## src/sv/gbsp_pkg.sv

```systemverilog
// Shared types and constants for the GIF block stream parser.
// Parse states, block kinds, marker bytes and the colour table size function.
// No dependencies.
package gbsp_pkg;

   typedef enum logic [3:0] {
      ST_HDR    = 4'd0,
      ST_SCR    = 4'd1,
      ST_GTAB   = 4'd2,
      ST_INTRO  = 4'd3,
      ST_LABEL  = 4'd4,
      ST_GFX    = 4'd5,
      ST_APPH   = 4'd6,
      ST_APPSZ  = 4'd7,
      ST_APPSUB = 4'd8,
      ST_IMGD   = 4'd9,
      ST_LTAB   = 4'd10,
      ST_LZW    = 4'd11,
      ST_IMGSZ  = 4'd12,
      ST_IMGSUB = 4'd13,
      ST_DONE   = 4'd14,
      ST_ERR    = 4'd15
   } parse_state_type;

   typedef enum logic [3:0] {
      K_HEADER   = 4'd0,
      K_SCREEN   = 4'd1,
      K_GTABLE   = 4'd2,
      K_EXTINTRO = 4'd3,
      K_GFXCTRL  = 4'd4,
      K_APPHDR   = 4'd5,
      K_APPSUB   = 4'd6,
      K_IMGDESC  = 4'd7,
      K_LTABLE   = 4'd8,
      K_LZWSIZE  = 4'd9,
      K_IMGSUB   = 4'd10,
      K_TERM     = 4'd11,
      K_TRAILER  = 4'd12,
      K_INVALID  = 4'd13
   } block_kind_type;

   localparam int unsigned COUNT_W = 10;

   localparam logic [7:0] BYTE_EXT     = 8'h21;
   localparam logic [7:0] BYTE_IMAGE   = 8'h2C;
   localparam logic [7:0] BYTE_TRAILER = 8'h3B;
   localparam logic [7:0] LABEL_GFX    = 8'hF9;
   localparam logic [7:0] LABEL_APP    = 8'hFF;

   localparam logic [COUNT_W-1:0] LEN_HEADER = 10'd6;
   localparam logic [COUNT_W-1:0] LEN_SCREEN = 10'd7;
   localparam logic [COUNT_W-1:0] LEN_IMGD   = 10'd10;
   localparam logic [COUNT_W-1:0] LEN_GFX    = 10'd8;
   localparam logic [COUNT_W-1:0] LEN_APPH   = 10'd14;
   localparam logic [COUNT_W-1:0] POS_SCR_PACKED  = 10'd4;
   localparam logic [COUNT_W-1:0] POS_IMGD_PACKED = 10'd9;

   typedef struct packed {
      block_kind_type kind;
      logic           first;
      logic           last;
      logic           error;
      logic           done;
   } tag_type;

   // Colour table bytes: 3 * 2^(n+1) when the table flag is set, else none.
   function automatic logic [COUNT_W-1:0] table_bytes(input logic [7:0] packed_byte);
      logic [3:0] shift;
      shift = {1'b0, packed_byte[2:0]} + 4'd1;
      if (packed_byte[7]) begin
         return 10'd3 << shift;
      end
      return '0;
   endfunction

endpackage

```

## src/sv/gbsp_fsm.sv

```systemverilog
// Block tracking state machine: tags one byte per advance and updates parse state.
// Depends on gbsp_pkg.
module gbsp_fsm
   import gbsp_pkg::*;
(
   input  logic       clock,
   input  logic       reset,
   input  logic       advance,
   input  logic [7:0] data_byte,
   output tag_type    tag
);

   parse_state_type    state_ff, state_in;
   logic [COUNT_W-1:0] bib_ff, bib_in;
   logic [COUNT_W-1:0] len_ff, len_in;
   logic [COUNT_W-1:0] tf_ff, tf_in;
   logic               err_ff, err_in;
   logic               done_ff, done_in;

   logic [COUNT_W:0]   bib_next;
   logic               count_last;
   logic [COUNT_W-1:0] sub_len;

   assign bib_next   = {1'b0, bib_ff} + {{COUNT_W{1'b0}}, 1'b1};
   assign count_last = bib_next >= {1'b0, len_ff};
   assign sub_len    = {2'b00, data_byte} + 10'd1;

   always_ff @(posedge clock) begin
      if (reset) begin
         state_ff <= ST_HDR;
         bib_ff   <= '0;
         len_ff   <= LEN_HEADER;
         tf_ff    <= '0;
         err_ff   <= 1'b0;
         done_ff  <= 1'b0;
      end else if (advance) begin
         state_ff <= state_in;
         bib_ff   <= bib_in;
         len_ff   <= len_in;
         tf_ff    <= tf_in;
         err_ff   <= err_in;
         done_ff  <= done_in;
      end
   end

   always_comb begin
      state_in  = state_ff;
      bib_in    = bib_ff;
      len_in    = len_ff;
      tf_in     = tf_ff;
      err_in    = err_ff;
      done_in   = done_ff;
      tag.kind  = K_INVALID;
      tag.first = 1'b0;
      tag.last  = 1'b0;
      unique case (state_ff)
         ST_HDR, ST_SCR, ST_GTAB, ST_GFX, ST_APPH, ST_APPSUB, ST_IMGD, ST_LTAB,
         ST_IMGSUB: begin
            case (state_ff)
               ST_HDR:    tag.kind = K_HEADER;
               ST_SCR:    tag.kind = K_SCREEN;
               ST_GTAB:   tag.kind = K_GTABLE;
               ST_GFX:    tag.kind = K_GFXCTRL;
               ST_APPH:   tag.kind = K_APPHDR;
               ST_APPSUB: tag.kind = K_APPSUB;
               ST_IMGD:   tag.kind = K_IMGDESC;
               ST_LTAB:   tag.kind = K_LTABLE;
               default:   tag.kind = K_IMGSUB;
            endcase
            tag.first = (bib_ff == '0);
            tag.last  = count_last;
            // The packed byte sets the size of the table that follows.
            if ((state_ff == ST_SCR && bib_ff == POS_SCR_PACKED) ||
                (state_ff == ST_IMGD && bib_ff == POS_IMGD_PACKED)) begin
               tf_in = table_bytes(data_byte);
            end
            if (!count_last) begin
               bib_in = bib_next[COUNT_W-1:0];
            end else begin
               bib_in = '0;
               len_in = '0;
               case (state_ff)
                  ST_HDR: begin
                     state_in = ST_SCR;
                     len_in   = LEN_SCREEN;
                  end
                  ST_SCR: begin
                     if (tf_in != '0) begin
                        state_in = ST_GTAB;
                        len_in   = tf_in;
                     end else begin
                        state_in = ST_INTRO;
                     end
                  end
                  ST_IMGD: begin
                     if (tf_in != '0) begin
                        state_in = ST_LTAB;
                        len_in   = tf_in;
                     end else begin
                        state_in = ST_LZW;
                     end
                  end
                  ST_LTAB:            state_in = ST_LZW;
                  ST_APPH, ST_APPSUB: state_in = ST_APPSZ;
                  ST_IMGSUB:          state_in = ST_IMGSZ;
                  default:            state_in = ST_INTRO;
               endcase
            end
         end
         ST_INTRO: begin
            tag.first = 1'b1;
            len_in    = '0;
            bib_in    = '0;
            if (data_byte == BYTE_EXT) begin
               tag.kind = K_EXTINTRO;
               state_in = ST_LABEL;
               bib_in   = 10'd1;
            end else if (data_byte == BYTE_IMAGE) begin
               tag.kind = K_IMGDESC;
               state_in = ST_IMGD;
               bib_in   = 10'd1;
               len_in   = LEN_IMGD;
            end else if (data_byte == BYTE_TRAILER) begin
               tag.kind = K_TRAILER;
               tag.last = 1'b1;
               done_in  = 1'b1;
               state_in = ST_DONE;
            end else begin
               tag.last = 1'b1;
               err_in   = 1'b1;
               state_in = ST_ERR;
            end
         end
         ST_LABEL: begin
            // Count from the introducer: the label is the second byte position.
            if (data_byte == LABEL_GFX) begin
               tag.kind = K_GFXCTRL;
               state_in = ST_GFX;
               bib_in   = 10'd2;
               len_in   = LEN_GFX;
            end else if (data_byte == LABEL_APP) begin
               tag.kind = K_APPHDR;
               state_in = ST_APPH;
               bib_in   = 10'd2;
               len_in   = LEN_APPH;
            end else begin
               tag.first = 1'b1;
               tag.last  = 1'b1;
               err_in    = 1'b1;
               state_in  = ST_ERR;
               bib_in    = '0;
               len_in    = '0;
            end
         end
         ST_LZW: begin
            tag.kind  = K_LZWSIZE;
            tag.first = 1'b1;
            tag.last  = 1'b1;
            state_in  = ST_IMGSZ;
            bib_in    = '0;
            len_in    = '0;
         end
         ST_APPSZ, ST_IMGSZ: begin
            tag.first = 1'b1;
            if (data_byte == 8'd0) begin
               tag.kind = K_TERM;
               tag.last = 1'b1;
               state_in = ST_INTRO;
               bib_in   = '0;
               len_in   = '0;
            end else begin
               tag.kind = (state_ff == ST_APPSZ) ? K_APPSUB : K_IMGSUB;
               state_in = (state_ff == ST_APPSZ) ? ST_APPSUB : ST_IMGSUB;
               bib_in   = 10'd1;
               len_in   = sub_len;
            end
         end
         ST_DONE, ST_ERR: begin
            // Drop everything after the trailer or an error.
         end
      endcase
      tag.error = err_in;
      tag.done  = done_in;
   end

   a_err_sticky: assert property (@(posedge clock) disable iff (reset)
      err_ff |=> err_ff)
      else $error("parse error flag cleared");

   a_done_holds: assert property (@(posedge clock) disable iff (reset)
      state_ff == ST_DONE |=> state_ff == ST_DONE && done_ff)
      else $error("left done state after trailer");

   a_err_state: assert property (@(posedge clock) disable iff (reset)
      state_ff == ST_ERR |-> err_ff && !done_ff)
      else $error("error state without error flag");

endmodule

```

## src/sv/gif_block_stream_parser.sv

```systemverilog
// GIF block stream parser: takes one GIF byte per transfer and returns one tagged byte per
// transfer. Throughput is one byte per clock while rsp_stall is low; a request passes the
// input register, then the response register. The rate is set by the parse state update in
// gbsp_fsm, which classifies the byte held in the input register and writes the response
// register in the same cycle. The input register lets one request be taken while a finished
// response is held stalled. Every byte gives exactly one response; after the trailer or an
// unknown introducer or label, bytes come back tagged invalid. Depends on gbsp_pkg, gbsp_fsm.
module gif_block_stream_parser
   import gbsp_pkg::*;
(
   input  logic       clock,
   input  logic       reset,
   input  logic       req_valid,
   output logic       req_stall,
   input  logic [7:0] req_in_byte,
   output logic       rsp_valid,
   input  logic       rsp_stall,
   output logic [7:0] rsp_out_byte,
   output logic [3:0] rsp_block_kind,
   output logic       rsp_block_first,
   output logic       rsp_block_last,
   output logic       rsp_parse_error,
   output logic       rsp_stream_done
);

   // Input stage
   logic       s1_valid_ff, s1_valid_in;
   logic [7:0] s1_byte_ff;
   // Response stage
   logic       out_valid_ff, out_valid_in;
   logic [7:0] out_byte_ff;
   tag_type    out_tag_ff;

   logic       s1_adv;
   logic       req_take;
   tag_type    tag;

   // Advance the input stage whenever the response register is free or draining.
   assign s1_adv   = s1_valid_ff && (!out_valid_ff || !rsp_stall);
   assign req_stall = s1_valid_ff && !s1_adv;
   assign req_take = req_valid && !req_stall;

   gbsp_fsm u_fsm (
      .clock     (clock),
      .reset     (reset),
      .advance   (s1_adv),
      .data_byte (s1_byte_ff),
      .tag       (tag)
   );

   always_comb begin
      s1_valid_in = s1_valid_ff;
      if (req_take) begin
         s1_valid_in = 1'b1;
      end else if (s1_adv) begin
         s1_valid_in = 1'b0;
      end
      out_valid_in = out_valid_ff;
      if (s1_adv) begin
         out_valid_in = 1'b1;
      end else if (!rsp_stall) begin
         out_valid_in = 1'b0;
      end
   end

   always_ff @(posedge clock) begin
      if (reset) begin
         s1_valid_ff  <= 1'b0;
         out_valid_ff <= 1'b0;
      end else begin
         s1_valid_ff  <= s1_valid_in;
         out_valid_ff <= out_valid_in;
      end
   end

   // Payload registers: hold while stalled, load on transfer.
   always_ff @(posedge clock) begin
      if (req_take) begin
         s1_byte_ff <= req_in_byte;
      end
      if (s1_adv) begin
         out_byte_ff <= s1_byte_ff;
         out_tag_ff  <= tag;
      end
   end

   assign rsp_valid       = out_valid_ff;
   assign rsp_out_byte    = out_byte_ff;
   assign rsp_block_kind  = out_tag_ff.kind;
   assign rsp_block_first = out_tag_ff.first;
   assign rsp_block_last  = out_tag_ff.last;
   assign rsp_parse_error = out_tag_ff.error;
   assign rsp_stream_done = out_tag_ff.done;

   a_stall_needs_item: assert property (@(posedge clock) disable iff (reset)
      req_stall |-> s1_valid_ff && out_valid_ff && rsp_stall)
      else $error("request stalled with room in the pipeline");

   a_s1_holds: assert property (@(posedge clock) disable iff (reset)
      s1_valid_ff && !s1_adv |=> s1_valid_ff && $stable(s1_byte_ff))
      else $error("input stage lost a held byte");

endmodule

```

## config.mk

```make
export PLATFORM = sky130hd
export DESIGN_NAME = gif_block_stream_parser
export DESIGN_NICKNAME = d
export VERILOG_FILES = /design/src/sv/gbsp_pkg.sv /design/src/sv/gbsp_fsm.sv /design/src/sv/gif_block_stream_parser.sv
export SDC_FILE = /design/constraint.sdc
export NUM_CORES = 1
export LEC_CHECK = 0
export BUFFER_PORTS_ARGS = -buffer_cell sky130_fd_sc_hd__buf_2
export CAP_MARGIN = 15
export CORE_AREA = 2 2 115 73
export DETAILED_ROUTE_END_ITERATION = 8
export DIE_AREA = 0 0 117 75
export MAX_ROUTING_LAYER = met4
export PLACE_DENSITY_LB_ADDON = 0.05
export SLEW_MARGIN = 20
export SYNTH_ARGS = -nofsm -noshare
export SYNTH_HDL_FRONTEND = slang
export SYNTH_SLANG_ARGS = --single-unit
```

## constraint.sdc

```tcl
create_clock -name clock -period 4.4 [get_ports clock]
set_input_delay 0.66 -clock clock [delete_from_list [all_inputs] [get_ports clock]]
set_output_delay 0.66 -clock clock [all_outputs]
set_load 0.005 [all_outputs]
```

==> flow_summary.toml, run 1 <==
[outcome]
outcome = "finished, final reports clean"

[die]
fp.dieH_microns = 75
initial_core_util_pct = 54.7
io_pins = 30
die_area_sq_um = 8780
row_count = 25
chipWidth_microns = 117
coreArea_sq_um = 7660

[sta]
setup_ws_ns = 0.416
setup_viol = 0
tns_ns = 0
fin_crit_sh_pct = 90.5
hold_viol_final = 0
tightestPinTransition_ns = 1.03
fmax_mhz = 251
hold_slack_ns = 0.493
drv_slew = 0
rsz0062_at_grt = "false"
max_slew_margin_pct = 31.6
fin_skew_ns = 0.00393
fin_crit_ns = 3.98

[cts]
ctsHoldBuffers = 0
clkSinkCount = 66
cts_setup_buffers = 0
clk_path_buf_depth = 2
root_buffer = "clkbuf_16"
clk_pin_slew_ns = 0.06
cts_tree = "built"
numCtsBuffers = 9
post_cts_resize_count = 0
clk_latency_ns = 0.34
h-tree-depth = 3

[drt]
first_iter_violations = 432
routed_via_density = 5.95
route.vias.total = 3637
firstDrtPassIters = 5
wl_per_cell_microns = 17.3
ant_nets = 0
drc = 0
routed_wl_microns = 10600

[global_routing]
overflow = 0
grt.total_usage_pct = 27.2
grt_max_degree = 34
antenna_found_initial = 0
grt_pass1_wl_microns = 17000
first_global_vias = 3246

[logic_synthesis]
synth_cells = 474
synth_seq_area_share_pct = 37.2
synth.ff_latch_count = 66
synth_edf_count = 24
yosysUniqueCellTypes = 79
yosys_warnings = 0
syn_avg_cell_area_sq_um = 8.85
ys.flop_type = "dfxtp_1"
synth_area_sq_um = 4200
synth_nets = 507
async_flop_share_pct = 0

[placed_design]
gp_congestion = 0.913
place_ws_ns = 0.517
hpwl_microns = 7690
portBuffers = 29
dp_cells = 595

[finish]
nets = 531
num_antenna_cells = 0
drive_above_1_share_pct = 16.3
area_growth_syn_to_layout_pct = 11.2
finalNonFillerCells = 611
fin_util_pct = 60.9

[setup_path]
required_ns = 4.69
worstPathMaxFanout = 7
crit_type = "reg -> reg"
start_kind = "flop"
worstSetupEndpointType = "flop"
worstPathArrival_ns = 4.27

[power]
power_leakage_nw = 1.87
p_per_area_nw_per_um2 = 333
ir_worst_vdd_uv = 185

[job]
maxCapViolations = 0

[worst_hold_path]
hold_class = "in -> reg"
state kept, by name, summed over array words and instances, names as in the netlist, 4 cells and up, named ones only:
signal	cells
u_fsm.tf_ff	10
u_fsm.bib_ff	10
rsp_out_byte	8
u_fsm.len_ff	10
u_fsm.state_ff	4
rsp_block_kind	4
s1_byte_ff	8
cells in the mapped netlist (7+ instances only):
master	number	area, sq um
nor3_1	10	50.1
nor2_1	56	210
a21oi_1	30	150
nand2_1	48	180
a211oi_1	12	90.1
and3_1	8	50.1
nor2b_1	7	43.8
xnor2_1	7	61.3
dfxtp_1	42	841
o21ai_0	33	165
ha_1	21	263
xor2_1	7	61.3
inv_1	23	86.3
nand3_1	12	60.1
edfxtp_1	24	721
nand2b_1	8	50.1
o221ai_1	9	78.8
clkbuf_1	10	37.5
area by class of cell:
cell class	instances	area (sq um)
Multi-Input combinational cell	353	2310
Timing Repair Buffer	41	235
Clock inverter	7	93.8
Fill cell	677	3000
Clock buffer	9	225
Tap cell	108	135
Inverter	27	101
Sequential cell	66	1560
where the power goes:
part	switching, W	internal [W]	total (W)
clock	0.000276	0.000494	0.000770
sequential	0.0000197	0.000654	0.000674
combinational	0.0000694	0.0000423	0.000112
per-layer routing:
| metal | global-route usage (%) | part of all wire, % | vias up |
|---|---|---|---|
| li1 | - | - | 1775 |
| met1 | 38.0 | 49 | 1676 |
| met2 | 35.6 | 40 | 165 |
| met3 | 10.1 | 9.5 | 21 |
| met4 | 9.41 | 2.1 | 0 |
| met5 | - | 0 | - |
worst paths after layout:
check	start	end	slack (ns)	depth (start not counted)
max	u_fsm.bib_ff[0]	flop	0.42	15
min	req_in_byte[5]	s1_byte_ff[5]	0.49	1
max reg2reg	u_fsm.bib_ff[0]	flop	0.42	15
min reg2reg	u_fsm.tf_ff[3]	u_fsm.tf_ff[3]	0.50	2
worst max-delay path: stages (launching register included):
cell	delay, ns
dfxtp_1	0.46
ha_1	0.29
and3_1	0.20
nand3_1	0.15
xnor2_1	0.18
ha_1	0.30
and3_1	0.20
a221o_1	0.29
a31o_2	0.24
a211oi_4	0.34
nand2b_1	0.18
nand3_1	0.13
o41a_1	0.17
ha_1	0.33
nor3_1	0.30
a31o_2	0.16
metrics by stage:
step	cell area (sq um)	power (W)
after floorplan	4200	0.000758
after global placement	4350	0.000794
after detailed placement	4350	0.000796
after CTS	4670	0.00157
after global routing	4670	0.00161
final	4670	0.00156
cell usage in the layout (no fill, tap or decap), types with 3 or more instances in the layout:
cell,netlist,final
nor2b_1,7,7
mux2i_1,5,5
xor2_1,7,7
inv_1,23,23
a211oi_1,12,12
a31o_2,3,3
clkbuf_16,0,9
dfxtp_1,42,42
inv_2,3,3
ha_1,21,21
nand2_1,48,48
a311oi_1,3,3
a21oi_1,30,30
and3_1,8,8
edfxtp_1,24,24
buf_4,4,12
nor2_1,56,56
a21o_1,4,4
o21ai_0,33,33
o21a_1,3,3
nor4_1,3,3
o22ai_1,3,3
buf_2,2,29
nand4_1,3,3
nand2b_1,8,8
nand3_1,12,12
o221ai_1,9,9
nor3_1,10,10
xnor2_1,7,7
cell families after synthesis:
group	Yosys count	synth area share [%]
flops	66	37.2
xor+xnor	14	2.92
simple gates	177	21.7
fa+ha+maj	21	6.26
buf+inv	55	7.63
compound gates	136	23.1
mux	5	1.19
(Power assumes the default switching activity.)
==> inputs of run 2 (changes only) <==
- clock period: 4.4 -> 4 ns (I/O delays scaled with it)
==> run 2 against run 1 <==
  * Setup slack lost 0.21 ns
  * Final area shrank 0.13%
  * Global-route usage shrank 0.39 points
  * Clock skew grew 0.0012 ns
  * Sequential power grew 9.8%
  * Worst hold slack lost 0.052 ns
==> flow_summary.toml, run 2 (synthesized netlist as in run 1, its figures left out) <==
[placed_design]
gp_congestion = 0.943
place_ws_ns = 0.166
hpwl_microns = 7870
portBuffers = 29

[die]
io_pins = 30
coreArea_sq_um = 7660
initial_core_util_pct = 54.7
fp.dieH_microns = 75
chipWidth_microns = 117
die_area_sq_um = 8780
row_count = 25

[sta]
fmax_mhz = 263
fin_skew_ns = 0.00511
hold_slack_ns = 0.441
setup_viol = 0
hold_viol_final = 0
fin_crit_ns = 3.80
tightestPinTransition_ns = 0.876
setup_ws_ns = 0.201
fin_crit_sh_pct = 95.0
drv_slew = 0
max_slew_margin_pct = 41.4
tns_ns = 0

[setup_path]
crit_type = "reg -> reg"
required_ns = 4.20
worstSetupEndpointType = "flop"
start_kind = "flop"
worstPathMaxFanout = 7
worstPathArrival_ns = 4.00

[drt]
routed_wl_microns = 10800
routed_via_density = 6.09
wl_per_cell_microns = 17.6
firstDrtPassIters = 5
ant_nets = 0
drc = 0
route.vias.total = 3734
first_iter_violations = 422

[global_routing]
grt_pass1_wl_microns = 17100
grt_max_degree = 34
antenna_found_initial = 0
overflow = 0
first_global_vias = 3250
grt.total_usage_pct = 26.8

[power]
ir_worst_vdd_uv = 212
power_leakage_nw = 1.86
power_w = 0.00163
p_per_area_nw_per_um2 = 350

[cts]
h-tree-depth = 3
post_cts_resize_count = 0
clk_path_buf_depth = 2
root_buffer = "clkbuf_16"
clk_pin_slew_ns = 0.05
numCtsBuffers = 9
clkSinkCount = 66
ctsHoldBuffers = 0
cts_tree = "built"
cts_setup_buffers = 0
clk_latency_ns = 0.34

[finish]
nets = 533
fin_util_pct = 60.8
layout_common_cells = "nor2_1, nand2_1, dfxtp_1, o21ai_0, a21oi_1"
drive_above_1_share_pct = 17.0
reg_top3 = "u_fsm.bib_ff: 10 flops, u_fsm.len_ff: 10 flops, u_fsm.tf_ff: 10 flops"
num_antenna_cells = 0
area_growth_syn_to_layout_pct = 11.1
layout_commonest_cell = "nor2_1"

[outcome]
outcome = "finished, final reports clean"

[job]
maxCapViolations = 0

[worst_hold_path]
hold_class = "in -> reg"
## run 2: changes by cell type in the layout (fill, tap and decap cells not counted), sizes merged
cell    change
clkbuf      +1
bufinv      -1
buf         +2
## run 2: critical path: stages (launching register included)
cell and delay, ns:
dfxtp_2 0.38, ha_2 0.24, and3_1 0.19, nand3_1 0.17
inv_1 0.13, and3_1 0.17, xor2_1 0.18, ha_1 0.27
a21o_1 0.16, a21oi_1 0.16, o21ai_1 0.14, a211oi_4 0.37
nand2b_1 0.18, nand3_1 0.13, o41a_1 0.17, ha_1 0.33
nor3_2 0.23, a31oi_1 0.07
## run 2: final timing paths
check | slack (ns) | cells past startpoint | startpoint | endpoint
setup reg to reg | 0.20 | 17 | u_fsm.bib_ff[0] | flop
hold / removal | 0.44 | 1 | req_in_byte[3] | s1_byte_ff[3]
hold reg to reg | 0.50 | 2 | s1_valid_ff | rsp_valid
setup / recovery | 0.20 | 17 | u_fsm.bib_ff[0] | flop
## run 2: routing by layer
layer	global-route usage (%)	part of all wire, %	vias up
met5	-	0	-
met4	7.06	1.8	0
met3	5.88	9.1	19
met2	36.7	40	197
met1	39.7	49	1742
li1	-	-	1776
## run 2: layout make-up
type,count,area [sq um]
repair buffers,43,250
clock inverters,6,57.6
multi-input cells,353,2320
fillers,684,3000
well taps,108,135
clock buffers,10,229
flip-flops and latches,66,1560
inverters,27,101
## run 2: report_power, final
part | internal (W) | total, W | switching (W) | leakage, nW
clock network | 0.000477 | 0.000764 | 0.000288 | 0.135
logic | 0.0000478 | 0.000127 | 0.0000793 | 1.16
registers | 0.000720 | 0.000740 | 0.0000200 | 0.571
## run 2: metrics by stage
stage                     cells  instance area [sq um]
final                       613                   4660
after floorplan             474                   4200
after global placement      597                   4360
after CTS                   613                   4650
after global routing        613                   4660
after detailed placement    597                   4360
